## src/design/pcsd_pkg.sv

```systemverilog
// ----------------------------------------------------------------------------
// pcsd_pkg: shared constants, codes and pattern tables
// Sizes of the mode map, soft-value format, transaction codes and the
// per-mode puncture pattern lookups of the per-carrier depuncturer.
// ----------------------------------------------------------------------------
`default_nettype none

package pcsd_pkg;

  // Mode map depth and soft-value width
  localparam int NUM_CARRIERS = 256;
  localparam int SOFT_WIDTH   = 16;

  // Map address and active-count widths
  localparam int CAR_AW = (NUM_CARRIERS > 1) ? $clog2(NUM_CARRIERS) : 1;
  localparam int CNT_W  = $clog2(NUM_CARRIERS + 1);

  // Input field widths
  localparam int IDX_W  = 8;
  localparam int MODE_W = 4;

  localparam logic [MODE_W-1:0] MODE_UNUSED = 4'd0;
  localparam logic [MODE_W-1:0] MODE_MAX    = 4'd9;

  typedef enum logic {
    OP_MAP_WRITE = 1'b0,
    OP_SOFT      = 1'b1
  } op_e;

  typedef enum logic [1:0] {
    ERR_NONE       = 2'd0,
    ERR_BAD_MODE   = 2'd1,
    ERR_NO_CARRIER = 2'd2
  } err_e;

  // Pattern length in slots; unused and unknown codes behave as mode 1
  function automatic logic [3:0] mode_len(input logic [MODE_W-1:0] mode);
    logic [3:0] len;
    case (mode)
      4'd3, 4'd5, 4'd7, 4'd9: len = 4'd6;
      4'd6:                   len = 4'd4;
      4'd8:                   len = 4'd10;
      default:                len = 4'd1;
    endcase
    return len;
  endfunction

  // Pattern periods per carrier
  function automatic logic [3:0] mode_reps(input logic [MODE_W-1:0] mode);
    logic [3:0] reps;
    case (mode)
      4'd2, 4'd6, 4'd9: reps = 4'd4;
      4'd3:             reps = 4'd1;
      4'd4:             reps = 4'd8;
      4'd7:             reps = 4'd3;
      default:          reps = 4'd2;
    endcase
    return reps;
  endfunction

  // Pattern mask: bit k set where slot k carries a received value
  function automatic logic [15:0] mode_pat(input logic [MODE_W-1:0] mode);
    logic [15:0] pat;
    case (mode)
      4'd3, 4'd5, 4'd7, 4'd9: pat = 16'b0000_0000_0001_1011;
      4'd6:                   pat = 16'b0000_0000_0000_1011;
      4'd8:                   pat = 16'b0000_0001_1001_1011;
      default:                pat = 16'b0000_0000_0000_0001;
    endcase
    return pat;
  endfunction

  // Count the punctured slots that follow slot pos, at most two
  function automatic logic [1:0] fill_count(input logic [MODE_W-1:0] mode,
                                            input logic [3:0] pos);
    logic [3:0]  len;
    logic [15:0] pat;
    logic [1:0]  cnt;
    logic        run;
    logic [3:0]  slot;
    len  = mode_len(mode);
    pat  = mode_pat(mode);
    cnt  = 2'd0;
    run  = 1'b1;
    slot = pos;
    for (int j = 1; j <= 2; j++) begin
      slot = pos + 4'(j);
      if (run && (slot < len) && !pat[slot]) begin
        cnt = cnt + 2'd1;
      end else begin
        run = 1'b0;
      end
    end
    return cnt;
  endfunction

endpackage

`default_nettype wire

```

## src/design/pcsd_if.sv

```systemverilog
// ----------------------------------------------------------------------------
// pcsd_if: valid/ready channels of the per-carrier depuncturer
// Input channel carries map writes and soft values; output channel carries
// the depunctured result stream.
// ----------------------------------------------------------------------------
`default_nettype none

interface pcsd_in_if import pcsd_pkg::*; ();
  logic                         valid;
  logic                         ready;
  logic                         operation;
  logic [IDX_W-1:0]             carrier_index;
  logic [MODE_W-1:0]            carrier_mode;
  logic signed [SOFT_WIDTH-1:0] soft_in;

  modport source (
    output valid, operation, carrier_index, carrier_mode, soft_in,
    input  ready
  );
  modport sink (
    input  valid, operation, carrier_index, carrier_mode, soft_in,
    output ready
  );
endinterface

interface pcsd_out_if import pcsd_pkg::*; ();
  logic                         valid;
  logic                         ready;
  logic signed [SOFT_WIDTH-1:0] soft_out;
  logic                         last_of_run;
  logic                         end_of_symbol;
  logic [1:0]                   error_code;

  modport source (
    output valid, soft_out, last_of_run, end_of_symbol, error_code,
    input  ready
  );
  modport sink (
    input  valid, soft_out, last_of_run, end_of_symbol, error_code,
    output ready
  );
endinterface

`default_nettype wire

```

## src/design/per_carrier_soft_depuncturer.sv

```systemverilog
// ----------------------------------------------------------------------------
// per_carrier_soft_depuncturer: soft-value depuncturer driven by a mode map
// Walks a per-subcarrier mode map over incoming soft values and inserts the
// fill value at punctured pattern slots.
// ----------------------------------------------------------------------------
// Usage:
//   in_if  : one transaction is a map write (operation 0: carrier_index,
//            carrier_mode) or one soft value (operation 1: soft_in).
//   out_if : one to three results per input transaction; last_of_run marks
//            the final one, end_of_symbol the last result of a map pass.
//   cfg    : cfg_we_i writes fill_value from cfg_data_i; write it while idle.
// Processing (one transaction in flight at a time):
//   map write: S_WR updates the entry, then S_EMIT registers the result.
//   soft value         : with no active carrier, S_EMIT registers an error
//                        result; else the map read, then S_LOOK steps past
//                        each unused carrier, plus, when a carrier completes,
//                        S_NEXT scans map entries to find the next active
//                        carrier (up to the end of the map), then S_EMIT loads each result in turn.
//   The mode memory gives one read per cycle, which sets the walk speed.
// Reset clears the map (per-entry valid bits), the walk position and
// fill_value. A stalled receiver holds the output register; the block keeps
// working until the next result needs the register, and in_if.ready is high
// whenever no transaction is being processed.
// ----------------------------------------------------------------------------
`default_nettype none

module per_carrier_soft_depuncturer import pcsd_pkg::*; (
  input  wire logic                  clk_i,
  input  wire logic                  rst_ni,
  input  wire logic                  cfg_we_i,
  input  wire logic [SOFT_WIDTH-1:0] cfg_data_i,
  pcsd_in_if.sink                    in_if,
  pcsd_out_if.source                 out_if
);

  localparam int CAR_EW = (CAR_AW > IDX_W) ? CAR_AW : IDX_W;
  localparam logic [CAR_AW-1:0] CAR_LAST = CAR_AW'(NUM_CARRIERS - 1);

  typedef enum logic [2:0] {
    S_IDLE,
    S_WR,
    S_LOOK,
    S_NEXT,
    S_EMIT
  } state_e;

  state_e state_q, state_d;

  // Walk state
  logic [CAR_AW-1:0] ptr_q, ptr_d;
  logic [2:0]        rep_q, rep_d;
  logic [3:0]        pos_q, pos_d;
  logic [CNT_W-1:0]  cnt_q, cnt_d;
  logic signed [SOFT_WIDTH-1:0] fill_q;

  // Held input transaction
  logic [IDX_W-1:0]             idx_q;
  logic [MODE_W-1:0]            mode_q;
  logic signed [SOFT_WIDTH-1:0] soft_q;

  // Pending results of the current transaction
  logic [1:0] n_q, n_d;
  logic [1:0] k_q, k_d;
  err_e       err_q, err_d;
  logic       eos_q, eos_d;
  logic       zero_q, zero_d;

  // Output register
  logic                         ov_q, ov_d;
  logic signed [SOFT_WIDTH-1:0] os_q, os_d;
  logic                         ol_q, ol_d;
  logic                         oe_q, oe_d;
  err_e                         oc_q, oc_d;

  // Mode memory and its valid bits
  logic [MODE_W-1:0]       mode_mem [NUM_CARRIERS];
  logic [NUM_CARRIERS-1:0] vld_q;
  logic [MODE_W-1:0]       rd_q;
  logic                    rdv_q;
  logic [CAR_AW-1:0]       mem_ra;
  logic                    mem_we;
  logic [CAR_AW-1:0]       mem_wa;
  logic [MODE_W-1:0]       rd_mode;

  logic              in_acc;
  logic [CAR_EW-1:0] in_idx_ext;
  logic [CAR_EW-1:0] q_idx_ext;
  logic [CAR_AW-1:0] in_addr;
  logic [CAR_AW-1:0] q_addr;
  logic              q_in_rng;
  logic [CAR_AW-1:0] ptr_nxt;

  // Lookup results for the current carrier
  logic [3:0] cur_len;
  logic [3:0] cur_pos;
  logic [1:0] cur_fill;
  logic [3:0] pos_after;
  logic [3:0] rep_inc;
  logic       last_res;

  assign in_acc     = in_if.valid && in_if.ready;
  assign in_if.ready = (state_q == S_IDLE);

  assign in_idx_ext = CAR_EW'(in_if.carrier_index);
  assign q_idx_ext  = CAR_EW'(idx_q);
  assign in_addr    = in_idx_ext[CAR_AW-1:0];
  assign q_addr     = q_idx_ext[CAR_AW-1:0];
  assign q_in_rng   = (32'(idx_q) < 32'(NUM_CARRIERS));
  assign ptr_nxt    = (ptr_q == CAR_LAST) ? '0 : ptr_q + 1'b1;

  // Unwritten entries read as unused
  assign rd_mode = rdv_q ? rd_q : MODE_UNUSED;

  assign cur_len   = mode_len(rd_mode);
  assign cur_pos   = (pos_q >= cur_len) ? 4'd0 : pos_q;
  assign cur_fill  = fill_count(rd_mode, cur_pos);
  assign pos_after = cur_pos + 4'd1 + 4'(cur_fill);
  assign rep_inc   = 4'(rep_q) + 4'd1;
  assign last_res  = (k_q == n_q - 2'd1);

  assign mem_wa = q_addr;

  // Mode memory: one write, one registered read per cycle
  always_ff @(posedge clk_i) begin
    if (mem_we) begin
      mode_mem[mem_wa] <= mode_q;
    end
    rd_q <= mode_mem[mem_ra];
  end

  // Valid bits: cleared by reset, set on first write
  always_ff @(posedge clk_i or negedge rst_ni) begin
    if (!rst_ni) begin
      vld_q <= '0;
      rdv_q <= 1'b0;
    end else begin
      if (mem_we) begin
        vld_q[mem_wa] <= 1'b1;
      end
      rdv_q <= vld_q[mem_ra];
    end
  end

  // Hold the accepted transaction
  always_ff @(posedge clk_i) begin
    if (in_acc) begin
      idx_q  <= in_if.carrier_index;
      mode_q <= in_if.carrier_mode;
      soft_q <= in_if.soft_in;
    end
  end

  // Fill value register
  always_ff @(posedge clk_i or negedge rst_ni) begin
    if (!rst_ni) begin
      fill_q <= '0;
    end else if (cfg_we_i) begin
      fill_q <= cfg_data_i;
    end
  end

  // Next state, walk update, memory control and result emission
  always_comb begin
    state_d = state_q;
    ptr_d   = ptr_q;
    rep_d   = rep_q;
    pos_d   = pos_q;
    cnt_d   = cnt_q;
    n_d     = n_q;
    k_d     = k_q;
    err_d   = err_q;
    eos_d   = eos_q;
    zero_d  = zero_q;
    ov_d    = ov_q;
    os_d    = os_q;
    ol_d    = ol_q;
    oe_d    = oe_q;
    oc_d    = oc_q;
    mem_ra  = ptr_q;
    mem_we  = 1'b0;

    // Drop the output once the receiver takes it
    if (ov_q && out_if.ready) begin
      ov_d = 1'b0;
    end

    unique case (state_q)
      S_IDLE: begin
        if (in_if.operation == OP_MAP_WRITE) begin
          mem_ra = in_addr;
        end
        if (in_acc) begin
          k_d    = 2'd0;
          n_d    = 2'd1;
          eos_d  = 1'b0;
          zero_d = 1'b1;
          err_d  = ERR_NONE;
          if (in_if.operation == OP_MAP_WRITE) begin
            state_d = S_WR;
          end else if (cnt_q == '0) begin
            err_d   = ERR_NO_CARRIER;
            state_d = S_EMIT;
          end else begin
            state_d = S_LOOK;
          end
        end
      end

      S_WR: begin
        // Update the entry and the active count for a valid mode and an index in range; always restart the walk
        if (mode_q > MODE_MAX) begin
          err_d = ERR_BAD_MODE;
        end else if (q_in_rng) begin
          mem_we = 1'b1;
          if ((mode_q != MODE_UNUSED) && (rd_mode == MODE_UNUSED)) begin
            cnt_d = cnt_q + CNT_W'(1);
          end else if ((mode_q == MODE_UNUSED) && (rd_mode != MODE_UNUSED)) begin
            cnt_d = cnt_q - CNT_W'(1);
          end
        end
        ptr_d   = '0;
        rep_d   = 3'd0;
        pos_d   = 4'd0;
        state_d = S_EMIT;
      end

      S_LOOK: begin
        if (rd_mode == MODE_UNUSED) begin
          // Skip an unused carrier, wrapping at the end of the map
          ptr_d  = ptr_nxt;
          mem_ra = ptr_nxt;
          rep_d  = 3'd0;
          pos_d  = 4'd0;
        end else begin
          n_d    = cur_fill + 2'd1;
          zero_d = 1'b0;
          state_d = S_EMIT;
          if (pos_after >= cur_len) begin
            pos_d = 4'd0;
            if (rep_inc >= mode_reps(rd_mode)) begin
              // Carrier done: look for the next active one
              rep_d = 3'd0;
              if (ptr_q == CAR_LAST) begin
                eos_d = 1'b1;
                ptr_d = '0;
              end else begin
                ptr_d   = ptr_nxt;
                mem_ra  = ptr_nxt;
                state_d = S_NEXT;
              end
            end else begin
              rep_d = rep_inc[2:0];
            end
          end else begin
            pos_d = pos_after;
          end
        end
      end

      S_NEXT: begin
        if (rd_mode != MODE_UNUSED) begin
          state_d = S_EMIT;
        end else if (ptr_q == CAR_LAST) begin
          eos_d   = 1'b1;
          ptr_d   = '0;
          state_d = S_EMIT;
        end else begin
          ptr_d  = ptr_nxt;
          mem_ra = ptr_nxt;
        end
      end

      S_EMIT: begin
        // Load one result whenever the output register is free
        if (!ov_q || out_if.ready) begin
          ov_d = 1'b1;
          if (zero_q) begin
            os_d = '0;
          end else if (k_q == 2'd0) begin
            os_d = soft_q;
          end else begin
            os_d = fill_q;
          end
          ol_d = last_res;
          oe_d = last_res && eos_q;
          oc_d = err_q;
          k_d  = k_q + 2'd1;
          if (last_res) begin
            state_d = S_IDLE;
          end
        end
      end

      default: begin
        state_d = S_IDLE;
      end
    endcase
  end

  // State and registered outputs
  always_ff @(posedge clk_i or negedge rst_ni) begin
    if (!rst_ni) begin
      state_q <= S_IDLE;
      ptr_q   <= '0;
      rep_q   <= 3'd0;
      pos_q   <= 4'd0;
      cnt_q   <= '0;
      n_q     <= 2'd1;
      k_q     <= 2'd0;
      err_q   <= ERR_NONE;
      eos_q   <= 1'b0;
      zero_q  <= 1'b0;
      ov_q    <= 1'b0;
      os_q    <= '0;
      ol_q    <= 1'b0;
      oe_q    <= 1'b0;
      oc_q    <= ERR_NONE;
    end else begin
      state_q <= state_d;
      ptr_q   <= ptr_d;
      rep_q   <= rep_d;
      pos_q   <= pos_d;
      cnt_q   <= cnt_d;
      n_q     <= n_d;
      k_q     <= k_d;
      err_q   <= err_d;
      eos_q   <= eos_d;
      zero_q  <= zero_d;
      ov_q    <= ov_d;
      os_q    <= os_d;
      ol_q    <= ol_d;
      oe_q    <= oe_d;
      oc_q    <= oc_d;
    end
  end

  assign out_if.valid         = ov_q;
  assign out_if.soft_out      = os_q;
  assign out_if.last_of_run   = ol_q;
  assign out_if.end_of_symbol = oe_q;
  assign out_if.error_code    = oc_q;

`ifndef SYNTHESIS
  // Active count never exceeds the map depth
  a_cnt_range: assert property (@(posedge clk_i) disable iff (!rst_ni)
    cnt_q <= CNT_W'(NUM_CARRIERS))
    else $error("active carrier count out of range");

  // The carrier walk only runs when some carrier is active
  a_walk_active: assert property (@(posedge clk_i) disable iff (!rst_ni)
    (state_q == S_LOOK) |-> (cnt_q != '0))
    else $error("carrier walk without an active carrier");

  // Result index stays within the result count of the transaction
  a_emit_index: assert property (@(posedge clk_i) disable iff (!rst_ni)
    (state_q == S_EMIT) |-> ((k_q < n_q) && (n_q != 2'd0)))
    else $error("result index beyond result count");

  // A map entry is written only in the cycle after a map-write transaction
  a_write_origin: assert property (@(posedge clk_i) disable iff (!rst_ni)
    mem_we |-> $past(in_acc && (in_if.operation == OP_MAP_WRITE)))
    else $error("mode memory written without a map write");

  // End of symbol only marks the final, error-free result of a soft value
  a_eos_last: assert property (@(posedge clk_i) disable iff (!rst_ni)
    (ov_q && oe_q) |-> (ol_q && (oc_q == ERR_NONE)))
    else $error("end of symbol on a non-final or error result");
`endif

endmodule

`default_nettype wire

```

## src/flat_wrapper.sv

```systemverilog
// flat-port wrapper written by rule: the top's interface ports become plain ports
module per_carrier_soft_depuncturer_flat import pcsd_pkg::*;
  (clk_i, rst_ni, cfg_we_i, cfg_data_i, in_if_valid, in_if_operation, in_if_carrier_index, in_if_carrier_mode, in_if_soft_in, in_if_ready, out_if_valid, out_if_soft_out, out_if_last_of_run, out_if_end_of_symbol, out_if_error_code, out_if_ready);
  pcsd_in_if in_if_i ();
  pcsd_out_if out_if_i ();
  input  wire logic clk_i;
  input  wire logic rst_ni;
  input  wire logic cfg_we_i;
  input  wire logic [SOFT_WIDTH-1:0] cfg_data_i;
  input wire logic [$bits(in_if_i.valid)-1:0] in_if_valid;
  input wire logic [$bits(in_if_i.operation)-1:0] in_if_operation;
  input wire logic [$bits(in_if_i.carrier_index)-1:0] in_if_carrier_index;
  input wire logic [$bits(in_if_i.carrier_mode)-1:0] in_if_carrier_mode;
  input wire logic [$bits(in_if_i.soft_in)-1:0] in_if_soft_in;
  output wire logic [$bits(in_if_i.ready)-1:0] in_if_ready;
  output wire logic [$bits(out_if_i.valid)-1:0] out_if_valid;
  output wire logic [$bits(out_if_i.soft_out)-1:0] out_if_soft_out;
  output wire logic [$bits(out_if_i.last_of_run)-1:0] out_if_last_of_run;
  output wire logic [$bits(out_if_i.end_of_symbol)-1:0] out_if_end_of_symbol;
  output wire logic [$bits(out_if_i.error_code)-1:0] out_if_error_code;
  input wire logic [$bits(out_if_i.ready)-1:0] out_if_ready;
  assign in_if_i.valid = in_if_valid;
  assign in_if_i.operation = in_if_operation;
  assign in_if_i.carrier_index = in_if_carrier_index;
  assign in_if_i.carrier_mode = in_if_carrier_mode;
  assign in_if_i.soft_in = in_if_soft_in;
  assign in_if_ready = in_if_i.ready;
  assign out_if_valid = out_if_i.valid;
  assign out_if_soft_out = out_if_i.soft_out;
  assign out_if_last_of_run = out_if_i.last_of_run;
  assign out_if_end_of_symbol = out_if_i.end_of_symbol;
  assign out_if_error_code = out_if_i.error_code;
  assign out_if_i.ready = out_if_ready;
  per_carrier_soft_depuncturer u_core (.clk_i(clk_i), .rst_ni(rst_ni), .cfg_we_i(cfg_we_i), .cfg_data_i(cfg_data_i), .in_if(in_if_i), .out_if(out_if_i));
endmodule
```

## config.mk

```make
export PLATFORM = sky130hd
export DESIGN_NAME = per_carrier_soft_depuncturer_flat
export DESIGN_NICKNAME = d
export VERILOG_FILES = /design/src/design/pcsd_pkg.sv /design/src/design/pcsd_if.sv /design/src/design/per_carrier_soft_depuncturer.sv /design/src/flat_wrapper.sv
export SDC_FILE = /design/constraint.sdc
export NUM_CORES = 2
export LEC_CHECK = 0
export BUFFER_PORTS_ARGS = -buffer_cell sky130_fd_sc_hd__buf_2
export CAP_MARGIN = 20
export CORE_UTILIZATION = 50
export CTS_BUF_LIST = sky130_fd_sc_hd__clkbuf_4 sky130_fd_sc_hd__clkbuf_8 sky130_fd_sc_hd__clkbuf_16
export CTS_CLUSTER_SIZE = 24
export DETAILED_ROUTE_END_ITERATION = 10
export PLACE_DENSITY_LB_ADDON = 0.2
export SLEW_MARGIN = 40
export SYNTH_ARGS = -nofsm -noshare
export SYNTH_HDL_FRONTEND = slang
export SYNTH_SLANG_ARGS = --single-unit
```

## constraint.sdc

```tcl
create_clock -name clk_i -period 9.2 [get_ports clk_i]
set_input_delay 1.38 -clock clk_i [delete_from_list [all_inputs] [get_ports clk_i]]
set_output_delay 1.38 -clock clk_i [all_outputs]
set_load 0.02 [all_outputs]
```

==> results.md <==
- Die width: 342 um
- GPL Wtd Cong: 0.906
- Per-cell routed wire length: 26.5 um
- Commonest non-fill, non-tap cell in the layout: edfxtp_1
- Max-Cap Viols: 0
- Worst-path fanout max: 36
- CP max stage cell: or4_1
- Clock slew seen by the registers of the worst setup and hold paths: 0.06 ns
- Crit start category: flop
- Gate power share: 38.7%
- Req. time, crit path: 9.89 ns
- Worst flop-to-flop path endpoint: u_core.rd_q[3]
- Switching Share: 37.4%
- Seq/Total Area, Yosys: 69.1%
- Post-route cell area: 66200 sq um
- Root buffer cell: clkbuf_16
- Status: finished, final reports clean
- Post-synth EDFFs: 1052
- Met2 routed WL: 76600 um
- Final Hold Vio Count: 0
- Synthesized area: 57700 sq um
- Clock Latency Late Sink: 0.77 ns
- CP peak stage delay: 0.56 ns
- Starting Density: 50.5%
- Die area: 117000 sq um
- Mapped Nets: 4638
- Avg Inst Size Synth: 12.7 sq um
- Die Y: 342 um
- Fraction of layout cells with a size suffix above 1: 18.5%
- Initial antenna violation count: 2
- Vias in the first global route: 37713
- Clk buf depth: 3
- Min Tclk post-route: 8.78 ns
- Worst Min Path Start: u_core.vld_q[154]
- First-pass GRT wire length: 247000 um
- RSZ-0062 raised after global routing: no
- Net Switching: 8.22 mW
- H-tree lvl count: 4
- Internal: 13.8 mW
- Placed inst area: 60900 sq um
- Gr ovfl total: 0
- Sequential power share: 33.7%
- Nets: 4794
- DRC: 0
- Via count: 39176
- Critical Path AT: 9.47 ns
- Kind of critical path: reg -> reg
- Async S/R FF share, synth: 23.8%
- Reg2Reg Depth: 37
- Worst VDD drop: 273 uV
- Final worst-path cycle share: 95.4%
- Wl on met1: 68800 um
- Largest net degree at the start of global routing: 164
- Wire length on met3: 15900 um
- Top Metal Used: met5
- Clk_skew: 0.0213 ns
- Pwr Density: 332 nW/um^2
- Hold WS: 0.458 ns
- CTS tree: built
- Rows: 124
- CTS sink cnt: 1385
- Layout area overhead: 14.6%
- Synth warn: 0
- Rel. slew slack: 33.2%
- Setup violations, final: 0
- Clock network power share: 27.7%
- Pwr Total: 22.0 mW
- Leak: 25.6 nW
- Gr usage total: 28.5%
- Worst Setup EP: u_core.rd_q[3]
- Maximum clock frequency: 114 MHz
- Start point of the critical path: u_core.rd_q[2]
- Max Slew Vio Count: 0
- Post-detail-place hpwl: 103000 um
- Initial DRC Count: 4482
- Worst r2r src: u_core.rd_q[2]
- CP Capture Type: flop
- Most frequent cells in the layout: edfxtp_1 (1052), nand2_1 (763), dfrtp_1 (328)
- Gate Count Post-Synth: 4550
- 1st-pass router iterations: 6
- I/O pins: 72
- Top FF cell, synth: edfxtp_1
- Via density per instance: 6.18
- TritonCTS buffer count: 145
- Reg-to-reg slack, setup: 0.42 ns
- CTS Hold Buffers Added: 0
- Actual slew at the worst max-slew pin: 1.00 ns
- #FFs+latches synth: 1385
- Core box area: 114000 sq um
- Hold Crit Class: reg -> reg
- Fin util: 57.9%
- Drt total wl: 168000 um
- Detail Route Antenna Nets: 0
- PortBufs: 71
- Most frequent CP cell: ha_1
- Synth cell types: 80
power groups by stage:
stage          clock, mW  combinational [mW]  sequential (mW)
6_report            6.09                8.50             7.40
2_1_floorplan          0                4.83             7.69
4_1_cts             6.14                8.27             7.39
3_5_place_dp           0                8.21             7.52
3_3_place_gp           0                8.16             7.52
5_1_grt             6.38                9.03             7.42
per-stage QoR:
step | setup TNS (ns) | cells | setup WS (ns)
3_5_place_dp | -0.428 | 6061 | -0.171
5_1_grt | 0 | 6340 | 0.0350
2_1_floorplan | 0 | 4550 | 1.33
3_3_place_gp | -0.668 | 6060 | -0.268
6_report | 0 | 6340 | 0.420
4_1_cts | 0 | 6331 | 0.0462
synth_stat cells (all sizes together), types with 9 or more instances:
| library cell | count | area (sq um) |
|---|---|---|
| a211o | 12 | 105 |
| a211oi | 185 | 1390 |
| a21o | 16 | 120 |
| a21oi | 187 | 936 |
| a221oi | 11 | 96.3 |
| a22o | 18 | 158 |
| a22oi | 42 | 315 |
| a311oi | 14 | 123 |
| a31oi | 118 | 738 |
| a32oi | 35 | 307 |
| and2 | 12 | 75.1 |
| and3 | 175 | 1100 |
| buf | 136 | 764 |
| clkbuf | 164 | 616 |
| dfrtp | 328 | 8210 |
| edfxtp | 1052 | 31600 |
| ha | 36 | 450 |
| inv | 23 | 86.3 |
| mux2 | 19 | 214 |
| mux2i | 105 | 1050 |
| mux4 | 14 | 315 |
| nand2 | 766 | 2880 |
| nand2b | 10 | 62.6 |
| nand3 | 158 | 791 |
| nand4 | 13 | 81.3 |
| nor2 | 320 | 1200 |
| nor2b | 9 | 56.3 |
| nor3 | 20 | 100 |
| o211ai | 23 | 173 |
| o21ai | 86 | 434 |
| o22ai | 29 | 181 |
| o31ai | 32 | 254 |
| or2 | 257 | 1610 |
| or4 | 11 | 82.6 |
| xnor2 | 14 | 123 |
per-layer routing:
| metal | track usage (%) | vias up |
|---|---|---|
| met5 | 0.204 | - |
| met4 | 11.0 | 2 |
| met3 | 5.94 | 398 |
| met2 | 43.7 | 1969 |
| met1 | 39.9 | 19602 |
| li1 | - | 17205 |
cell families (layout without fill, tap and decap cells):
| kind of cell | Yosys count | in the layout | synth area share, % |
|---|---|---|---|
| mux | 138 | 138 | 2.74 |
| compound gates | 870 | 870 | 10.2 |
| buf+inv | 324 | 599 | 2.55 |
| fa+ha+maj | 38 | 38 | 0.849 |
| other cells | 0 | 1 | 0 |
| xor+xnor | 19 | 19 | 0.288 |
| flops | 1385 | 1385 | 69.1 |
| simple gates | 1776 | 1778 | 14.2 |
worst min path at each step:
stage,end,cells after the start
after floorplan,u_core.vld_q[102],1
after global placement,u_core.vld_q[164],1
after detailed placement,u_core.vld_q[116],1
after CTS,u_core.vld_q[114],1
after global routing,u_core.vld_q[26],1
final,u_core.vld_q[154],1
what timing repair did:
item | 4_1_cts | 5_1_grt
endpoints found under the setup margin | 3 | 5
pin swaps | 1 | 5
setup buffers | 1 | 4
gates resized for setup | 2 | 19
gates cloned | 1 | 2
layout make-up:
cell class	instances	area, sq um
inverter	24	91.3
tap	1512	1890
clock inverter	62	739
fill	9024	48200
timing repair buffer	307	2740
multi-input combinational	2843	16600
antenna	1	2.50
sequential	1385	39900
clock buffer	206	4250
registers in the layout, summed over array words and instances (netlist names), 3 cells and up:
| register | count |
|---|---|
| u_core.cnt_q | 9 |
| u_core.fill_q | 16 |
| u_core.idx_q | 8 |
| u_core.mode_mem | 1024 |
| u_core.mode_q | 4 |
| u_core.out_if.soft_out | 16 |
| u_core.pos_q | 4 |
| u_core.ptr_q | 8 |
| u_core.rd_q | 4 |
| u_core.rep_q | 3 |
| u_core.soft_q | 16 |
| u_core.state_q | 3 |
| u_core.vld_q | 256 |
critical path: cells and delay by family (launching register included):
family | cells | cell delay (ns)
XOR/XNOR | 1 | 0.12
adder cells (fa/ha/maj) | 6 | 1.78
AND/OR/NAND/NOR | 11 | 2.58
flip-flops | 1 | 0.44
buffers and inverters | 6 | 1.12
AO/OA/AOI/OAI | 13 | 2.62
Note: power is estimated with default switching activity, not from simulation.
